--- src/hdl/cpfa_pkg.sv ---
// Shared constants, types and controller/datapath interface structs for the frame allocator.
package cpfa_pkg;

    localparam int FRAME_COUNT     = 64;
    localparam int MAX_SLOTS       = 16;
    localparam int PROCESS_ID_BITS = 8;

    localparam int FRAME_W = (FRAME_COUNT > 1) ? $clog2(FRAME_COUNT) : 1;
    localparam int SLOT_W  = (MAX_SLOTS > 1) ? $clog2(MAX_SLOTS) : 1;
    localparam int NSLOT_W = $clog2(MAX_SLOTS + 1);
    localparam int CNT_W   = $clog2(FRAME_COUNT + 1);
    localparam int ENTRY_W = PROCESS_ID_BITS + SLOT_W;

    // fixed port widths
    localparam int PAGES_W = 5;
    localparam int OCNT_W  = 7;

    localparam logic CMD_LOAD   = 1'b0;
    localparam logic CMD_UNLOAD = 1'b1;

    typedef enum logic [2:0] {
        ST_IDLE,
        ST_FIND,
        ST_CLOCK,
        ST_INSTALL,
        ST_UNLOAD,
        ST_EMIT
    } state_t;

    typedef struct packed {
        logic load_item;
        logic scan_start;
        logic scan_run;
        logic free_en;
        logic stage_hit;
        logic stage_unload;
        logic clock_step;
        logic install;
        logic emit;
        logic next_slot;
    } ctrl_cmd_t;

    typedef struct packed {
        logic hit;
        logic scan_done;
        logic ref_clear;
        logic out_free;
        logic last_slot;
        logic is_unload;
        logic in_unload;
        logic in_empty;
    } ctrl_stat_t;

endpackage

--- src/hdl/cpfa_ctrl.sv ---
// Sequencing state machine: lookup scan, clock sweep, install, unload scan, result hand-off.
module cpfa_ctrl
    import cpfa_pkg::*;
(
    input  logic       clk,
    input  logic       rst_n,
    input  logic       in_valid,
    output logic       in_ready,
    input  ctrl_stat_t stat,
    output ctrl_cmd_t  ctl
);

    state_t state_reg;
    state_t state_next;

    always_ff @(posedge clk or negedge rst_n)
    begin
        if (!rst_n)
        begin
            state_reg <= ST_IDLE;
        end
        else
        begin
            state_reg <= state_next;
        end
    end

    always_comb
    begin
        state_next = state_reg;
        ctl        = '0;
        in_ready   = 1'b0;
        unique case (state_reg)
            ST_IDLE:
            begin
                in_ready = 1'b1;
                if (in_valid)
                begin
                    ctl.load_item = 1'b1;
                    if (stat.in_unload)
                    begin
                        ctl.scan_start = 1'b1;
                        state_next     = ST_UNLOAD;
                    end
                    else if (!stat.in_empty)
                    begin
                        ctl.scan_start = 1'b1;
                        state_next     = ST_FIND;
                    end
                end
            end
            ST_FIND:
            begin
                ctl.scan_run = 1'b1;
                if (stat.hit)
                begin
                    ctl.stage_hit = 1'b1;
                    state_next    = ST_EMIT;
                end
                else if (stat.scan_done)
                begin
                    state_next = ST_CLOCK;
                end
            end
            ST_CLOCK:
            begin
                ctl.clock_step = 1'b1;
                if (stat.ref_clear)
                begin
                    state_next = ST_INSTALL;
                end
            end
            ST_INSTALL:
            begin
                ctl.install = 1'b1;
                state_next  = ST_EMIT;
            end
            ST_UNLOAD:
            begin
                ctl.scan_run = 1'b1;
                ctl.free_en  = 1'b1;
                if (stat.scan_done)
                begin
                    ctl.stage_unload = 1'b1;
                    state_next       = ST_EMIT;
                end
            end
            ST_EMIT:
            begin
                if (stat.out_free)
                begin
                    ctl.emit = 1'b1;
                    if (stat.is_unload || stat.last_slot)
                    begin
                        state_next = ST_IDLE;
                    end
                    else
                    begin
                        ctl.next_slot  = 1'b1;
                        ctl.scan_start = 1'b1;
                        state_next     = ST_FIND;
                    end
                end
            end
            default:
            begin
                state_next = ST_IDLE;
            end
        endcase
    end

endmodule

--- src/hdl/cpfa_dp.sv ---
// Frame table datapath: valid/reference bits, owner memory, clock hand, counters, result register.
module cpfa_dp
    import cpfa_pkg::*;
(
    input  logic                       clk,
    input  logic                       rst_n,
    input  logic                       cmd,
    input  logic [PROCESS_ID_BITS-1:0] process_id,
    input  logic [PAGES_W-1:0]         pages_needed,
    input  ctrl_cmd_t                  ctl,
    output ctrl_stat_t                 stat,
    output logic                       out_valid,
    input  logic                       out_ready,
    output logic [FRAME_W-1:0]         frame_index,
    output logic [SLOT_W-1:0]          page_slot,
    output logic                       newly_loaded,
    output logic                       evicted,
    output logic [PROCESS_ID_BITS-1:0] evicted_process,
    output logic [SLOT_W-1:0]          evicted_slot,
    output logic [OCNT_W-1:0]          freed_count,
    output logic [OCNT_W-1:0]          occupied_count,
    output logic                       last
);

    localparam logic [FRAME_W-1:0] LAST_FRAME = FRAME_W'(FRAME_COUNT - 1);

    // owner store: {process, slot}, only meaningful where the valid bit is set
    logic [ENTRY_W-1:0] owner_mem [FRAME_COUNT];
    logic [ENTRY_W-1:0] rd_data_reg;
    logic [FRAME_W-1:0] rd_addr;

    logic [FRAME_COUNT-1:0] valid_reg, valid_next;
    logic [FRAME_COUNT-1:0] ref_reg, ref_next;
    logic [FRAME_W-1:0]     hand_reg, hand_next;
    logic [CNT_W-1:0]       occ_reg, occ_next;
    logic [CNT_W-1:0]       freed_reg, freed_next;

    logic [FRAME_W-1:0] scan_addr_reg;
    logic [FRAME_W-1:0] cmp_idx_reg;
    logic               cmp_en_reg;
    logic               out_valid_reg;

    // item context
    logic                       unload_reg;
    logic [PROCESS_ID_BITS-1:0] pid_reg;
    logic [NSLOT_W-1:0]         n_reg;
    logic [SLOT_W-1:0]          slot_reg;
    logic [FRAME_W-1:0]         chosen_reg;

    // staged result
    logic [FRAME_W-1:0]         res_frame_reg;
    logic [SLOT_W-1:0]          res_slot_reg;
    logic                       res_nl_reg;
    logic                       res_ev_reg;
    logic [PROCESS_ID_BITS-1:0] res_evp_reg;
    logic [SLOT_W-1:0]          res_evs_reg;
    logic [CNT_W-1:0]           res_freed_reg;
    logic [CNT_W-1:0]           res_occ_reg;

    // output register
    logic [FRAME_W-1:0]         o_frame_reg;
    logic [SLOT_W-1:0]          o_slot_reg;
    logic                       o_nl_reg;
    logic                       o_ev_reg;
    logic [PROCESS_ID_BITS-1:0] o_evp_reg;
    logic [SLOT_W-1:0]          o_evs_reg;
    logic [CNT_W-1:0]           o_freed_reg;
    logic [CNT_W-1:0]           o_occ_reg;
    logic                       o_last_reg;

    logic [PROCESS_ID_BITS-1:0] own_pid;
    logic [SLOT_W-1:0]          own_slot;
    logic                       cmp_vbit;
    logic                       pid_match;
    logic                       hit;
    logic                       free_match;
    logic                       last_slot;
    logic                       chosen_valid;
    logic [NSLOT_W-1:0]         n_clamped;

    assign own_pid  = rd_data_reg[ENTRY_W-1:SLOT_W];
    assign own_slot = rd_data_reg[SLOT_W-1:0];
    assign cmp_vbit = valid_reg[cmp_idx_reg];

    assign pid_match  = cmp_en_reg && cmp_vbit && (own_pid == pid_reg);
    assign hit        = pid_match && (own_slot == slot_reg);
    assign free_match = pid_match && (NSLOT_W'(own_slot) < n_reg);
    assign last_slot  = (NSLOT_W'(slot_reg) + NSLOT_W'(1)) == n_reg;
    assign chosen_valid = valid_reg[chosen_reg];

    assign n_clamped = (pages_needed > PAGES_W'(MAX_SLOTS)) ? NSLOT_W'(MAX_SLOTS)
                                                            : NSLOT_W'(pages_needed);

    assign rd_addr = ctl.clock_step ? hand_reg : scan_addr_reg;

    always_comb
    begin
        stat.hit       = hit;
        stat.scan_done = cmp_en_reg && (cmp_idx_reg == LAST_FRAME);
        stat.ref_clear = !ref_reg[hand_reg];
        stat.out_free  = !out_valid_reg || out_ready;
        stat.last_slot = last_slot;
        stat.is_unload = unload_reg;
        stat.in_unload = (cmd == CMD_UNLOAD);
        stat.in_empty  = (pages_needed == '0);
    end

    always_ff @(posedge clk)
    begin
        if (ctl.install)
        begin
            owner_mem[chosen_reg] <= {pid_reg, slot_reg};
        end
        rd_data_reg <= owner_mem[rd_addr];
    end

    always_comb
    begin
        valid_next = valid_reg;
        ref_next   = ref_reg;
        hand_next  = hand_reg;
        occ_next   = occ_reg;
        freed_next = freed_reg;
        if (ctl.load_item)
        begin
            freed_next = '0;
        end
        if (ctl.free_en && free_match)
        begin
            valid_next[cmp_idx_reg] = 1'b0;
            freed_next              = freed_reg + CNT_W'(1);
            if (occ_reg != '0)
            begin
                occ_next = occ_reg - CNT_W'(1);
            end
        end
        if (ctl.clock_step)
        begin
            ref_next[hand_reg] = 1'b0;
            hand_next = (hand_reg == LAST_FRAME) ? '0 : hand_reg + FRAME_W'(1);
        end
        if (ctl.install)
        begin
            valid_next[chosen_reg] = 1'b1;
            ref_next[chosen_reg]   = 1'b1;
            if (!chosen_valid)
            begin
                occ_next = occ_reg + CNT_W'(1);
            end
        end
    end

    always_ff @(posedge clk or negedge rst_n)
    begin
        if (!rst_n)
        begin
            valid_reg     <= '0;
            ref_reg       <= '0;
            hand_reg      <= '0;
            occ_reg       <= '0;
            freed_reg     <= '0;
            scan_addr_reg <= '0;
            cmp_idx_reg   <= '0;
            cmp_en_reg    <= 1'b0;
            out_valid_reg <= 1'b0;
        end
        else
        begin
            valid_reg <= valid_next;
            ref_reg   <= ref_next;
            hand_reg  <= hand_next;
            occ_reg   <= occ_next;
            freed_reg <= freed_next;
            if (ctl.scan_start)
            begin
                scan_addr_reg <= '0;
                cmp_en_reg    <= 1'b0;
            end
            else if (ctl.scan_run)
            begin
                scan_addr_reg <= (scan_addr_reg == LAST_FRAME) ? '0
                                                               : scan_addr_reg + FRAME_W'(1);
                cmp_idx_reg   <= scan_addr_reg;
                cmp_en_reg    <= 1'b1;
            end
            if (ctl.emit)
            begin
                out_valid_reg <= 1'b1;
            end
            else if (out_ready)
            begin
                out_valid_reg <= 1'b0;
            end
        end
    end

    // payload registers
    always_ff @(posedge clk)
    begin
        if (ctl.load_item)
        begin
            unload_reg <= (cmd == CMD_UNLOAD);
            pid_reg    <= process_id;
            n_reg      <= n_clamped;
            slot_reg   <= '0;
        end
        else if (ctl.next_slot)
        begin
            slot_reg <= slot_reg + SLOT_W'(1);
        end

        if (ctl.clock_step && !ref_reg[hand_reg])
        begin
            chosen_reg <= hand_reg;
        end

        if (ctl.stage_hit)
        begin
            res_frame_reg <= cmp_idx_reg;
            res_slot_reg  <= slot_reg;
            res_nl_reg    <= 1'b0;
            res_ev_reg    <= 1'b0;
            res_evp_reg   <= '0;
            res_evs_reg   <= '0;
            res_freed_reg <= '0;
            res_occ_reg   <= occ_reg;
        end
        else if (ctl.install)
        begin
            res_frame_reg <= chosen_reg;
            res_slot_reg  <= slot_reg;
            res_nl_reg    <= 1'b1;
            res_ev_reg    <= chosen_valid;
            res_evp_reg   <= chosen_valid ? own_pid : '0;
            res_evs_reg   <= chosen_valid ? own_slot : '0;
            res_freed_reg <= '0;
            res_occ_reg   <= occ_next;
        end
        else if (ctl.stage_unload)
        begin
            res_frame_reg <= '0;
            res_slot_reg  <= '0;
            res_nl_reg    <= 1'b0;
            res_ev_reg    <= 1'b0;
            res_evp_reg   <= '0;
            res_evs_reg   <= '0;
            res_freed_reg <= freed_next;
            res_occ_reg   <= occ_next;
        end

        if (ctl.emit)
        begin
            o_frame_reg <= res_frame_reg;
            o_slot_reg  <= res_slot_reg;
            o_nl_reg    <= res_nl_reg;
            o_ev_reg    <= res_ev_reg;
            o_evp_reg   <= res_evp_reg;
            o_evs_reg   <= res_evs_reg;
            o_freed_reg <= res_freed_reg;
            o_occ_reg   <= res_occ_reg;
            o_last_reg  <= unload_reg || last_slot;
        end
    end

    assign out_valid       = out_valid_reg;
    assign frame_index     = o_frame_reg;
    assign page_slot       = o_slot_reg;
    assign newly_loaded    = o_nl_reg;
    assign evicted         = o_ev_reg;
    assign evicted_process = o_evp_reg;
    assign evicted_slot    = o_evs_reg;
    assign freed_count     = OCNT_W'(o_freed_reg);
    assign occupied_count  = OCNT_W'(o_occ_reg);
    assign last            = o_last_reg;

endmodule

--- src/hdl/clock_page_frame_allocator.sv ---
// Top level of the second-chance clock page-frame allocator.
//
// A load beat walks page slots 0..pages_needed-1 (clamped to MAX_SLOTS) of one
// process and returns one result beat per slot; an unload beat frees every
// frame of the process in those slots and returns a single beat with the freed
// count. One item is worked at a time. Every table access goes through the
// single read port of the owner memory, one frame per cycle:
//   - slot already held:  lookup scan up to the hit, then hand-off
//   - slot missing:       full lookup scan, then clock sweep
//                         (one reference bit per cycle), install, hand-off
//   - unload:             full scan, then hand-off
// Each input beat is taken in idle. A zero slot count load returns nothing.
// Results sit in an output register, so in_ready comes back once the last
// beat is registered even if the sink has not taken it.
// No clearing pass after reset: valid and reference bits are flops cleared by
// reset, and owner entries are only read behind a set valid bit.
module clock_page_frame_allocator
    import cpfa_pkg::*;
(
    input  logic                       clk,
    input  logic                       rst_n,
    input  logic                       in_valid,
    output logic                       in_ready,
    input  logic                       cmd,
    input  logic [PROCESS_ID_BITS-1:0] process_id,
    input  logic [PAGES_W-1:0]         pages_needed,
    output logic                       out_valid,
    input  logic                       out_ready,
    output logic [FRAME_W-1:0]         frame_index,
    output logic [SLOT_W-1:0]          page_slot,
    output logic                       newly_loaded,
    output logic                       evicted,
    output logic [PROCESS_ID_BITS-1:0] evicted_process,
    output logic [SLOT_W-1:0]          evicted_slot,
    output logic [OCNT_W-1:0]          freed_count,
    output logic [OCNT_W-1:0]          occupied_count,
    output logic                       last
);

    ctrl_cmd_t  ctl;
    ctrl_stat_t stat;

    // sequencer: owns the handshake on the input side
    cpfa_ctrl u_ctrl (
        .clk      (clk),
        .rst_n    (rst_n),
        .in_valid (in_valid),
        .in_ready (in_ready),
        .stat     (stat),
        .ctl      (ctl)
    );

    // frame table, clock hand, counters and the output beat register
    cpfa_dp u_dp (
        .clk             (clk),
        .rst_n           (rst_n),
        .cmd             (cmd),
        .process_id      (process_id),
        .pages_needed    (pages_needed),
        .ctl             (ctl),
        .stat            (stat),
        .out_valid       (out_valid),
        .out_ready       (out_ready),
        .frame_index     (frame_index),
        .page_slot       (page_slot),
        .newly_loaded    (newly_loaded),
        .evicted         (evicted),
        .evicted_process (evicted_process),
        .evicted_slot    (evicted_slot),
        .freed_count     (freed_count),
        .occupied_count  (occupied_count),
        .last            (last)
    );

endmodule

--- config.mk ---
export PLATFORM = sky130hd
export DESIGN_NAME = clock_page_frame_allocator
export DESIGN_NICKNAME = d
export VERILOG_FILES = /design/src/hdl/cpfa_pkg.sv /design/src/hdl/cpfa_ctrl.sv /design/src/hdl/cpfa_dp.sv /design/src/hdl/clock_page_frame_allocator.sv
export SDC_FILE = /design/constraint.sdc
export NUM_CORES = 1
export LEC_CHECK = 0
export BUFFER_PORTS_ARGS = -buffer_cell sky130_fd_sc_hd__buf_2
export CAP_MARGIN = 10
export CORE_AREA = 10 10 423 425
export DETAILED_ROUTE_END_ITERATION = 12
export DIE_AREA = 0 0 433 435
export PLACE_DENSITY = 0.41
export SLEW_MARGIN = 0
export SYNTH_ARGS = -nofsm -noshare
export SYNTH_HDL_FRONTEND = slang
export SYNTH_SLANG_ARGS = --single-unit
--- constraint.sdc ---
create_clock -name clk -period 6.05 [get_ports clk]
set_input_delay 1.5125 -clock clk [delete_from_list [all_inputs] [get_ports clk]]
set_output_delay 1.5125 -clock clk [all_outputs]
set_load 0.05 [all_outputs]
# Word level (Yosys, flattened, before mapping)
# Memories as Yosys holds them, arrays and structs flattened. A register that Yosys moved wholly into a read port is not among the register bits.
# Cells that the tools add are included.
# word_totals
reg_bits,266
ramBits,768
inputBits,18
out_inout_bits,41
elab_cells,175
n_memories,1
# mem_list
name,depth,word_bits,read_ports,rd_ports_with_merged_regs,wr,line,text
u_dp.owner_mem,64,12,1,1,1,cpfa_dp.sv:28,logic [ENTRY_W-1:0] owner_mem [FRAME_COUNT];
# classes
addsub,7
order_cmp,8
eq_ne,17
n_mux,78
n_bitwise,7
n_reduce_logical,25
# ops
operator,count
$mux W64,4
$and A64 B64 Y64,2
$not A64 Y64,2
$or A64 B64 Y64,2
$mux W7,9
$mux W6,8
$mux W1,30
$mux W3,8
$mux W8,3
$lt A6 B7 Y1 const B,3
$mux W4,5
$bmux W1 S6,3
$demux W1 S6,3
$eq A6 B6 Y1 const B,3
$ge A6 B1 Y1 const B,3
$pmux W3 S6,1
$add A7 B1 Y7 const B,2
$add A6 B1 Y6 const B,2
$logic_and A1 B1 Y1,10
$eq A8 B8 Y1,1
$ne A2 B2 Y1 const B,4
$reduce_bool A7 Y1,1
$sub A7 B1 Y7 const B,1
$eq A3 B2 Y1 const B,2
other kinds (22),30

# Longest topological paths before layout
# Gate-level depths: netlist (run 1).
# logic_depth
ltp_word,12
depth_mapped,13
depth_no_buf,9

# Hierarchy
# Synthesis (run 1) repeated with hierarchy kept, for this count alone.
# unflattened
hier_cells,2630
area_unflattened_um2,42753.5
# by_module_without_submodules
mod,n_inst,cells_each,area_per_inst_um2
cpfa_dp,1,2584,42381.9
cpfa_ctrl,1,46,371.6

# Least setup slack after synthesis (run 1)
# No wires, ideal clock.
# synth_path
path_type,input to register
startpoint,input port out_ready
endpoint,"register u_dp.o_ev_reg, in the netlist u_dp.evicted, enable pin"
t_arrival_ps,3244
required_time_ps,5615
path_slack_ps,2371
stages,2
path_buffers,0
cell_sequence,nor2b_1 -> nor2_1
# synth_lines
item,line,text
from (decl),clock_page_frame_allocator.sv:28,"input logic out_ready,"
to (signal assigned),cpfa_dp.sv:256,o_ev_reg <= res_ev_reg;
to (decl),cpfa_dp.sv:64,logic o_ev_reg;

# Final worst setup path (run 1)
# layout_path
startpoint,register u_ctrl.state_reg[0]
endpoint,register u_dp.rd_data_reg[9] (read register of u_dp.owner_mem)
# layout_via
elab_chain_len,3
# layout_rtl
item,line,text
from (decl),cpfa_ctrl.sv:13,state_t state_reg;
from (signal assigned),cpfa_ctrl.sv:24,state_reg <= state_next;
$eq A3 B2 Y1,cpfa_ctrl.sv:33,unique case (state_reg)
$mux W1,cpfa_ctrl.sv:33,
$mux W6,cpfa_dp.sv:94,assign rd_addr = ctl.clock_step ? hand_reg : scan_addr_reg;
to (decl),cpfa_dp.sv:29,logic [ENTRY_W-1:0] rd_data_reg;
# Every way passes these cells.
# A chain may end at the register's enable or synchronous reset.

==> metrics.csv, run 1 <==
metric;value;unit
hold-fix buffers at CTS;0;
met1 capacity usage during global routing;17.7;%
total grt overflow;0;
Min-Delay Path Class;reg2reg;
period utilisation layout;75.9;%
Adder-Cell Fraction of Synth Area;0.266;%
startpoint types;flip-flop;
Max Clock Freq;0.218;GHz
width of the die;433;um
number of H-tree levels;3;
WL final;127;mm
main flop type after synthesis;edfxtp_1;
synthesis-to-finish area growth;17.4;%
max FFs per register;768;
FILL cells;16700;
Seq/Total Area, Yosys;71.4;%
post-synthesis instance total;2452;
Hold Fails Final Rpt;0;
most common cell after layout, fill and taps aside;edfxtp_1;
Fin Clk Skew;0.0214;ns
post-synthesis compound-gate area fraction;6.42;%
Overall Global Routing Usage;13.2;%
Total Power;0.0203;W
worst min-delay path startpoint;u_dp.res_occ_reg[3];
first-pass GRT wire length;183;mm
Site Rows;152;
die height;435;um
PD cells;409;nW/um2
DRT iter0 DRCs;2143;
commonest non-fill, non-tap cells in the layout;844 x edfxtp_1, 258 x o21ai_0, 209 x mux4_2, 165 x dfrtp_1, 136 x mux2i_1;
Die Area;188000;um2
clock-pin slew on the worst setup and hold paths;0.06;ns
Post-synth EDFFs;844;
RSZ-0062 raised after global routing;false;
met2 GRT Util;21.9;%
WP data arrival;5.19;ns
wire per inst;25.8;um
largest family of logic cells by synthesized area;multiplexers;
core footprint;171000;um2
Ports;59;
CTS tree;built;
Cell Area, Synth;42300;um2
Mapped Nets;2479;
# Max-Cap Violations;0;
synthesized area per cell;17.3;um2
pin count of the biggest net entering global routing;87;
Final #Nets;2623;
Final TNS setup;0;ns
CP startpoint;u_ctrl.state_reg[0];
clk_lat worst skew;0.73;ns
Remaining DRCs;0;
GR Layer Usage met3;2.31;%
Distinct cells, synth;79;
CTS Buffer Depth;3;
Final ANT Viol Nets;0;
Clock Sinks;1046;
Slew HR;17.1;%
Pleak;16.9;nW
minimum clock period;4.59;ns
kind of critical path;reg2reg;
Starting Density;24.8;%
CP endpoint kind;flip-flop;
vias in the first global route;24700;
Async S/R FF share, synth;15.8;%
mux cell area share after synthesis;15.1;%
CP required;6.65;ns
crit-path max FO;27;
Vias per Instance;4.78;
post-CTS resize count;0;
Final Slew Violations;0;
postcts setup bufs;0;
status;complete, no violations;
clock root cell;clkbuf_16;
port buffer count;58;
gpl congestion;0.782;
post-synthesis simple-gate area fraction;4.44;%
initial antenna violation count;8;
DPL Wire Length;79.1;mm
DR vias;23600;
drt first pass iters;7;
synthesis-stage register bit count;1046;
Worst IR Drop VDD;0.273;mV
Post-Synth XOR/XNOR Area;0.621;%
Top Usage Layer GRT;met2;
reg2reg start;u_ctrl.state_reg[0];
Slew @ Worst Pin;1.22;ns
CTS Buf Count;112;
layout cells sized above 1;23.1;%
Syn. warnings;0;
Setup Viol. Count Final;0;
==> metal layers <==
layer | routed length (um) | vias up
met2 | 62500 | 693
met3 | 6140 | 171
met5 | 0 | -
met1 | 55600 | 12600
li1 | - | 10100
met4 | 2870 | 0
==> power by group <==
group / total (W) / switching, W / internal (W)
clock network: 0.00707 / 0.00288 / 0.00419
registers: 0.00852 / 0.000316 / 0.00820
logic: 0.00470 / 0.00284 / 0.00186
total: 0.0203 / 0.00604 / 0.0142
==> metrics by stage <==
stage               instance area, um2  hold slack, ns  util [%]  std cells  setup slack, ns
finish                           49700           0.417      29.1       4930             1.46
global route                     49700           0.427      29.1       4929             1.31
CTS                              49600           0.418      29.1       4920             1.41
detailed placement               45800           0.405      26.8       4709             1.45
global placement                 45700           0.405      26.8       4703             1.45
floorplan                        42300           0.400         -       2452             2.37
==> critical path, cell delays in order, from the launching register on <==
cell	delay, ns
dfrtp_1	0.63
nor2_1	0.12
nand2_1	0.55
mux2i_4	1.09
buf_12	0.31
buf_12	0.26
mux4_2	0.34
mux2i_1	0.33
o22ai_1	0.22
or4_1	0.52
==> path summary, 6_finish.rpt <==
check	end	slack, ns	cells after the start
worst max-delay path	u_dp.rd_data_reg[9]	1.46	9
worst min register to register	u_dp.occupied_count[3]	0.42	0
max in group asynchronous	u_dp.valid_reg[5]	4.03	2
worst min-delay path	u_dp.occupied_count[3]	0.42	0
worst max register to register	u_dp.rd_data_reg[9]	1.46	9
min in group asynchronous	u_dp.ref_reg[5]	0.81	1
==> cells by family (layout without fill, tap and decap cells) <==
kind of cell	count (synthesis)	count (layout)
AO/OA/AOI/OAI	451	451
XOR/XNOR	30	30
adder cells (fa/ha/maj)	9	9
buffers and inverters	174	415
flip-flops	1046	1046
multiplexers	372	372
other	0	4
AND/OR/NAND/NOR	370	370
==> layout make-up <==
class	count	area, um2	share of cell area [%]
clock inverters	54	561	1.13
multi-input cells	1232	11400	23.0
well taps	2233	2790	5.63
inverters	22	82.6	0.166
repair buffers	182	1350	2.71
diodes	4	10.0	0.0202
clock buffers	157	3250	6.54
flip-flops and latches	1046	30200	60.9
==> cell usage after synthesis, drive strengths merged (13+ instances only) <==
cell,instances,area [um2]
nand4,15,93.8
edfxtp,844,25300
dfxtp,37,741
xnor2,18,158
mux2i,139,1390
or4,13,97.6
buf,63,330
o21ai,274,1380
inv,21,78.8
o22ai,56,350
nor2,107,402
clkbuf,89,335
nand3b,14,105
nand2,82,308
nand2b,18,113
nand3,41,210
mux4,209,4710
dfrtp,165,4130
mux2,24,270
nor2b,18,113
a21oi,21,105
a22o,16,140
nor3,21,126
Power figures use the tool's default switching activity.
==> run 2, diff against run 1 <==
- PLACE_DENSITY: 0.41 -> 0.43
- clock period: 6.05 -> 4.1 ns (I/O delays scaled with it)
==> run 2 against run 1 <==
  * First-iteration DRC count is 6.1% lower
  * Clock skew is 0.019 ns higher
  * Count of clock-buffer cells in the layout is 20 lower
==> metrics.csv, run 2 (synthesis results as in run 1) <==
metric;value;unit;change
Buf/Inv on CP;3;;was 2
Ports;59;;unchanged
Reg2Reg Depth;9;;unchanged
minimum clock period;3.55;ns;was 4.59 ns
final worst slack;0.546;ns;was 1.46 ns
Pleak;17.1;nW;was 16.9 nW
core footprint;171000;um2;unchanged
max FFs per register;768;;unchanged
die height;435;um;unchanged
initial antenna violation count;4;;was 8
DR vias;23600;;about the same
Max Clock Freq;0.281;GHz;was 0.218 GHz
layout cells sized above 1;24.0;%;was 23.1%
Final #Nets;2655;;was 2623
CTS tree;built;;unchanged
startpoint types;flip-flop;;unchanged
drt first pass iters;5;;was 7
WL final;122;mm;was 127 mm
crit-path max FO;38;;was 27
Fin Clk Skew;0.0406;ns;was 0.0214 ns
DPL Wire Length;77.0;mm;was 79.1 mm
wire per inst;24.7;um;was 25.8 um
Worst path depth;9;;unchanged
cell-by-cell trace of the critical path;nand2_1 > buf_4 > mux2i_4 > buf_12 > buf_12 > mux4_2 > mux2i_1 > o22ai_1 > or4_1;;was nor2_1 > nand2_1 > mux2i_4 > buf_12 > buf_12 > mux4_2 > mux2i_1 > o22ai_1 > or4_1
vias in the first global route;24600;;was 24700
Most common cell on crit path;buf_12;;unchanged
Slew HR;30.2;%;was 17.1%
clk_lat worst skew;0.74;ns;was 0.73 ns
RSZ-0062 raised after global routing;false;;unchanged
post-CTS resize count;0;;unchanged
Final TNS setup;0;ns;unchanged
kind of critical path;reg2reg;;unchanged
Remaining DRCs;0;;unchanged
CTS Buffer Depth;3;;unchanged
clock-pin slew on the worst setup and hold paths;0.06;ns;about the same
Min-Delay Path Class;in2async;;was reg2reg
clock root cell;clkbuf_16;;unchanged
most common cell after layout, fill and taps aside;edfxtp_1;;unchanged
Worst IR Drop VDD;0.349;mV;was 0.273 mV
top cell family by delay on the critical path;multiplexers;;unchanged
period utilisation layout;86.7;%;was 75.9%
Site Rows;152;;unchanged
Die Area;188000;um2;unchanged
Overall Global Routing Usage;12.7;%;was 13.2%
Starting Density;24.8;%;unchanged
total grt overflow;0;;unchanged
Clock Sinks;1046;;unchanged
Slew @ Worst Pin;1.05;ns;was 1.22 ns
max incr delay on CP;0.58;ns;was 1.09 ns
CP required;4.71;ns;was 6.65 ns
# Max-Cap Violations;0;;unchanged
Total Power;0.0303;W;was 0.0203 W
PD cells;605;nW/um2;was 409 nW/um2
number of H-tree levels;3;;unchanged
commonest non-fill, non-tap cells in the layout;844 x edfxtp_1, 258 x o21ai_0, 209 x mux4_2, 165 x dfrtp_1, 145 x buf_4;;was 844 x edfxtp_1, 258 x o21ai_0, 209 x mux4_2, 165 x dfrtp_1, 136 x mux2i_1
pin count of the biggest net entering global routing;71;;was 87
postcts setup bufs;0;;unchanged
gpl congestion;0.843;;was 0.782
Final Slew Violations;0;;unchanged
R2R setup slack;0.55;ns;was 1.46 ns
Vias per Instance;4.75;;was 4.78
status;complete, no violations;;unchanged
width of the die;433;um;unchanged
port buffer count;58;;unchanged
Slowest-stage cell, CP;mux2i_1;;was mux2i_4
CTS Buf Count;110;;was 112
DRT iter0 DRCs;2012;;was 2143
Final ANT Viol Nets;0;;unchanged
DP Worst Slack;0.521;ns;was 1.45 ns
synthesis-to-finish area growth;18.2;%;was 17.4%
Core Util, Final;29.3;%;was 29.1%
Hold Fails Final Rpt;0;;unchanged
CP endpoint kind;flip-flop;;unchanged
first-pass GRT wire length;178;mm;was 183 mm
WP data arrival;4.17;ns;was 5.19 ns
hold-fix buffers at CTS;0;;unchanged
Setup Viol. Count Final;0;;unchanged
[run 2: cell types whose count changed in the layout (fill, tap and decap cells not counted), sizes merged]
cell and change:
buf +35, diode -2, clkbuf -21, inv +3
clkinv +2, bufinv +8, clkinvlp +4
[run 2: final cells by class]
cell class / instances / area [um2]
tap: 2233 / 2790
timing repair buffer: 216 / 1650
inverter: 22 / 82.6
clock buffer: 137 / 2950
multi-input combinational: 1232 / 11400
clock inverter: 71 / 926
sequential: 1046 / 30200
antenna: 2 / 5.00
fill: 16700 / 121000
[run 2: layer usage]
| layer | GRT usage, % | vias to the layer above | part of all wire (%) |
|---|---|---|---|
| met5 | 0 | - | 0.0098 |
| met4 | 4.31 | 2 | 3.4 |
| met3 | 2.18 | 209 | 4.3 |
| met2 | 20.9 | 644 | 49 |
| met1 | 17.0 | 12500 | 44 |
| li1 | - | 10200 | - |
[run 2: where the power goes]
part	internal (W)	total [W]	switching, W
clock	0.00631	0.0106	0.00433
combinational	0.00288	0.00705	0.00418
sequential	0.0121	0.0126	0.000463
total	0.0213	0.0303	0.00897
[run 2: per-stage QoR]
| step | cell area (um2) | instances | hold slack [ns] |
|---|---|---|---|
| 6_report | 50000 | 4959 | 0.325 |
| 5_1_grt | 50000 | 4958 | 0.335 |
| 4_1_cts | 50000 | 4956 | 0.302 |
| 3_5_place_dp | 46100 | 4748 | 0.405 |
| 3_3_place_gp | 46100 | 4748 | 0.411 |
| 2_1_floorplan | 42300 | 2452 | 0.400 |
[run 2: worst paths after layout]
kind	startpoint	endpoint
worst max-delay path	u_ctrl.state_reg[1]	u_dp.rd_data_reg[11]
max in group asynchronous	rst_n	u_dp.ref_reg[30]
min in group clk	u_dp.res_occ_reg[5]	u_dp.occupied_count[5]
worst max register to register	u_ctrl.state_reg[1]	u_dp.rd_data_reg[11]
worst min-delay path	rst_n	u_dp.valid_reg[40]
worst min register to register	u_dp.res_occ_reg[5]	u_dp.occupied_count[5]
==> run 3, diff against run 2 <==
==> constraint.sdc (replaced) <==
create_clock -name clk -period 4.1 [get_ports clk]
set_input_delay 0.82 -clock clk [delete_from_list [all_inputs] [get_ports clk]]
set_output_delay 0.82 -clock clk [all_outputs]
set_load 0.05 [all_outputs]
==> run 3 against run 2 <==
  * Die area stayed put
  * Via count is 0.62% higher
  * Wire length is 0.89% higher
  * Sequential cell count stayed put
  * Critical endpoint is now u_dp.rd_data_reg[7]
  * Worst hold slack worse by 0.10 ns
  * Highest routed layer is now met4
  * Clock skew is 0.046 ns higher
  * Final area is 0.27% lower
  * Final cell count hardly changed
==> metrics.csv, run 3 (synthesis results as in run 1) <==
metric;value;unit;change
status;complete, no violations;;unchanged
Slew @ Worst Pin;1.06;ns;was 1.05 ns
synthesis-to-finish area growth;17.9;%;was 18.2%
Worst path depth;9;;unchanged
layout cells sized above 1;23.7;%;was 24.0%
top cell family by delay on the critical path;multiplexers;;unchanged
CP required;4.70;ns;was 4.71 ns
DR vias;23700;;was 23600
clock-pin slew on the worst setup and hold paths;0.06;ns;about the same
startpoint types;flip-flop;;unchanged
width of the die;433;um;unchanged
sequential group share of total power;41.9;%;was 41.5%
CP endpoint kind;flip-flop;;unchanged
max FFs per register;768;;unchanged
Site Rows;152;;unchanged
Pleak;17.0;nW;was 17.1 nW
period utilisation layout;88.8;%;was 86.7%
kind of critical path;reg2reg;;unchanged
Setup Viol. Count Final;0;;unchanged
Final #Nets;2656;;was 2655
Final ANT Viol Nets;0;;unchanged
Hold Fails Final Rpt;0;;unchanged
R2R setup slack;0.46;ns;was 0.55 ns
CTS tree;built;;unchanged
commonest non-fill, non-tap cells in the layout;844 x edfxtp_1, 258 x o21ai_0, 209 x mux4_2, 165 x dfrtp_1, 145 x buf_4;;unchanged
gpl congestion;0.832;;was 0.843
Switching Power;0.00894;W;was 0.00897 W
Worst IR Drop VDD;0.372;mV;was 0.349 mV
most common cell after layout, fill and taps aside;edfxtp_1;;unchanged
core footprint;171000;um2;unchanged
Remaining DRCs;0;;unchanged
Hold Slack;0.221;ns;was 0.325 ns
max incr delay on CP;0.60;ns;was 0.58 ns
clock share of power;34.3;%;was 35.2%
post-CTS resize count;0;;unchanged
PD cells;599;nW/um2;was 605 nW/um2
crit-path max FO;43;;was 38
WL final;123;mm;was 122 mm
Core Util, Final;29.2;%;was 29.3%
WP data arrival;4.25;ns;was 4.17 ns
Min-Delay Path Class;in2async;;unchanged
Buf/Inv on CP;3;;unchanged
clock root cell;clkbuf_16;;unchanged
internal power;0.0209;W;was 0.0213 W
CTS Buf Count;111;;was 110
total grt overflow;0;;unchanged
port buffer count;58;;unchanged
Final Slew Violations;0;;unchanged
hold-fix buffers at CTS;0;;unchanged
Sw Share;29.9;%;was 29.6%
Max Clock Freq;0.275;GHz;was 0.281 GHz
first-pass GRT wire length;179;mm;was 178 mm
Combinational Power Share;23.8;%;was 23.3%
drt first pass iters;6;;was 5
final std cells w/o fill;4961;;was 4959
clk_lat worst skew;0.75;ns;was 0.74 ns
Vias per Instance;4.78;;was 4.75
Most common cell on crit path;buf_12;;unchanged
wire per inst;24.9;um;was 24.7 um
reg2reg end;u_dp.rd_data_reg[7];;was u_dp.rd_data_reg[11]
Ports;59;;unchanged
Slew HR;29.3;%;was 30.2%
RSZ-0062 raised after global routing;false;;unchanged
Overall Global Routing Usage;12.8;%;was 12.7%
Reg2Reg Depth;9;;unchanged
Starting Density;24.8;%;unchanged
pin count of the biggest net entering global routing;99;;was 71
die height;435;um;unchanged
postcts setup bufs;0;;unchanged
number of H-tree levels;3;;unchanged
vias in the first global route;24400;;was 24600
DPL Wire Length;78.1;mm;was 77.0 mm
Fin Clk Skew;0.0865;ns;was 0.0406 ns
# Max-Cap Violations;0;;unchanged
Slowest-stage cell, CP;or4_1;;was mux2i_1
Die Area;188000;um2;unchanged
DP Area;46100;um2;about the same
reg2reg start;u_ctrl.state_reg[1];;unchanged
DRT iter0 DRCs;2226;;was 2012
cell-by-cell trace of the critical path;nand2_1 > buf_4 > mux2i_4 > buf_12 > buf_12 > mux4_2 > mux2i_1 > o22ai_1 > or4_1;;unchanged
placed cells;4749;;was 4748
final instance area;49900;um2;was 50000 um2
Final TNS setup;0;ns;unchanged
initial antenna violation count;6;;was 4
minimum clock period;3.64;ns;was 3.55 ns
CTS Buffer Depth;3;;unchanged
Clock Sinks;1046;;unchanged
## run 3: cell types whose count changed in the layout (fill, tap and decap cells not counted), sizes merged
| cell | before | now |
|---|---|---|
| clkinv | 40 | 47 |
| clkinvlp | 9 | 4 |
| bufinv | 19 | 12 |
| clkbuf | 137 | 143 |
| diode | 2 | 3 |
## run 3: how the worst max path moves through the flow
stage | startpoint | endpoint | slack [ns]
floorplan | u_dp.slot_reg[0] | u_dp.scan_addr_reg[5] | 0.85
global placement | u_ctrl.state_reg[0] | u_dp.rd_data_reg[7] | 0.49
detailed placement | u_ctrl.state_reg[1] | u_dp.rd_data_reg[7] | 0.46
CTS | u_ctrl.state_reg[1] | u_dp.rd_data_reg[7] | 0.43
global route | u_ctrl.state_reg[1] | u_dp.rd_data_reg[7] | 0.40
finish | u_ctrl.state_reg[1] | u_dp.rd_data_reg[7] | 0.46
## run 3: stage by stage
step                total power, W  setup slack [ns]
finish                      0.0299             0.457
global route                0.0311             0.398
CTS                         0.0304             0.431
detailed placement          0.0201             0.457
global placement            0.0200             0.488
floorplan                   0.0173             0.852
## run 3: metal layers
layer	vias up	global-route usage, %	part of all wire (%)
met3	191	1.91	4.1
met5	-	0	0
li1	10200	-	-
met4	0	3.37	2.5
met1	12600	17.1	44
met2	696	21.5	49
## run 3: power by group through the flow
| stage | Combinational [W] | Clock, W | Sequential, W |
|---|---|---|---|
| floorplan | 0.00429 | 0 | 0.0130 |
| global placement | 0.00722 | 0 | 0.0128 |
| detailed placement | 0.00729 | 0 | 0.0128 |
| CTS | 0.00731 | 0.0105 | 0.0125 |
| global route | 0.00762 | 0.0109 | 0.0126 |
| finish | 0.00710 | 0.0103 | 0.0125 |
## run 3: worst reg2reg max path: cells and delay by family (launching register included)
kind	cells	cell delay (ns)
AOI/OAI and AO/OA	1	0.36
DFF	1	0.49
buffers and inverters	3	0.72
muxes	3	1.09
and+or+nand+nor	2	0.84
## run 3: final cells by class
class                   instances  area, um2
flip-flops and latches       1046      30200
repair buffers                216       1650
clock inverters                66        718
clock buffers                 143       3010
well taps                    2233       2790
fillers                     16700     121000
diodes                          3       7.51
multi-input cells            1232      11400
inverters                      22       82.6
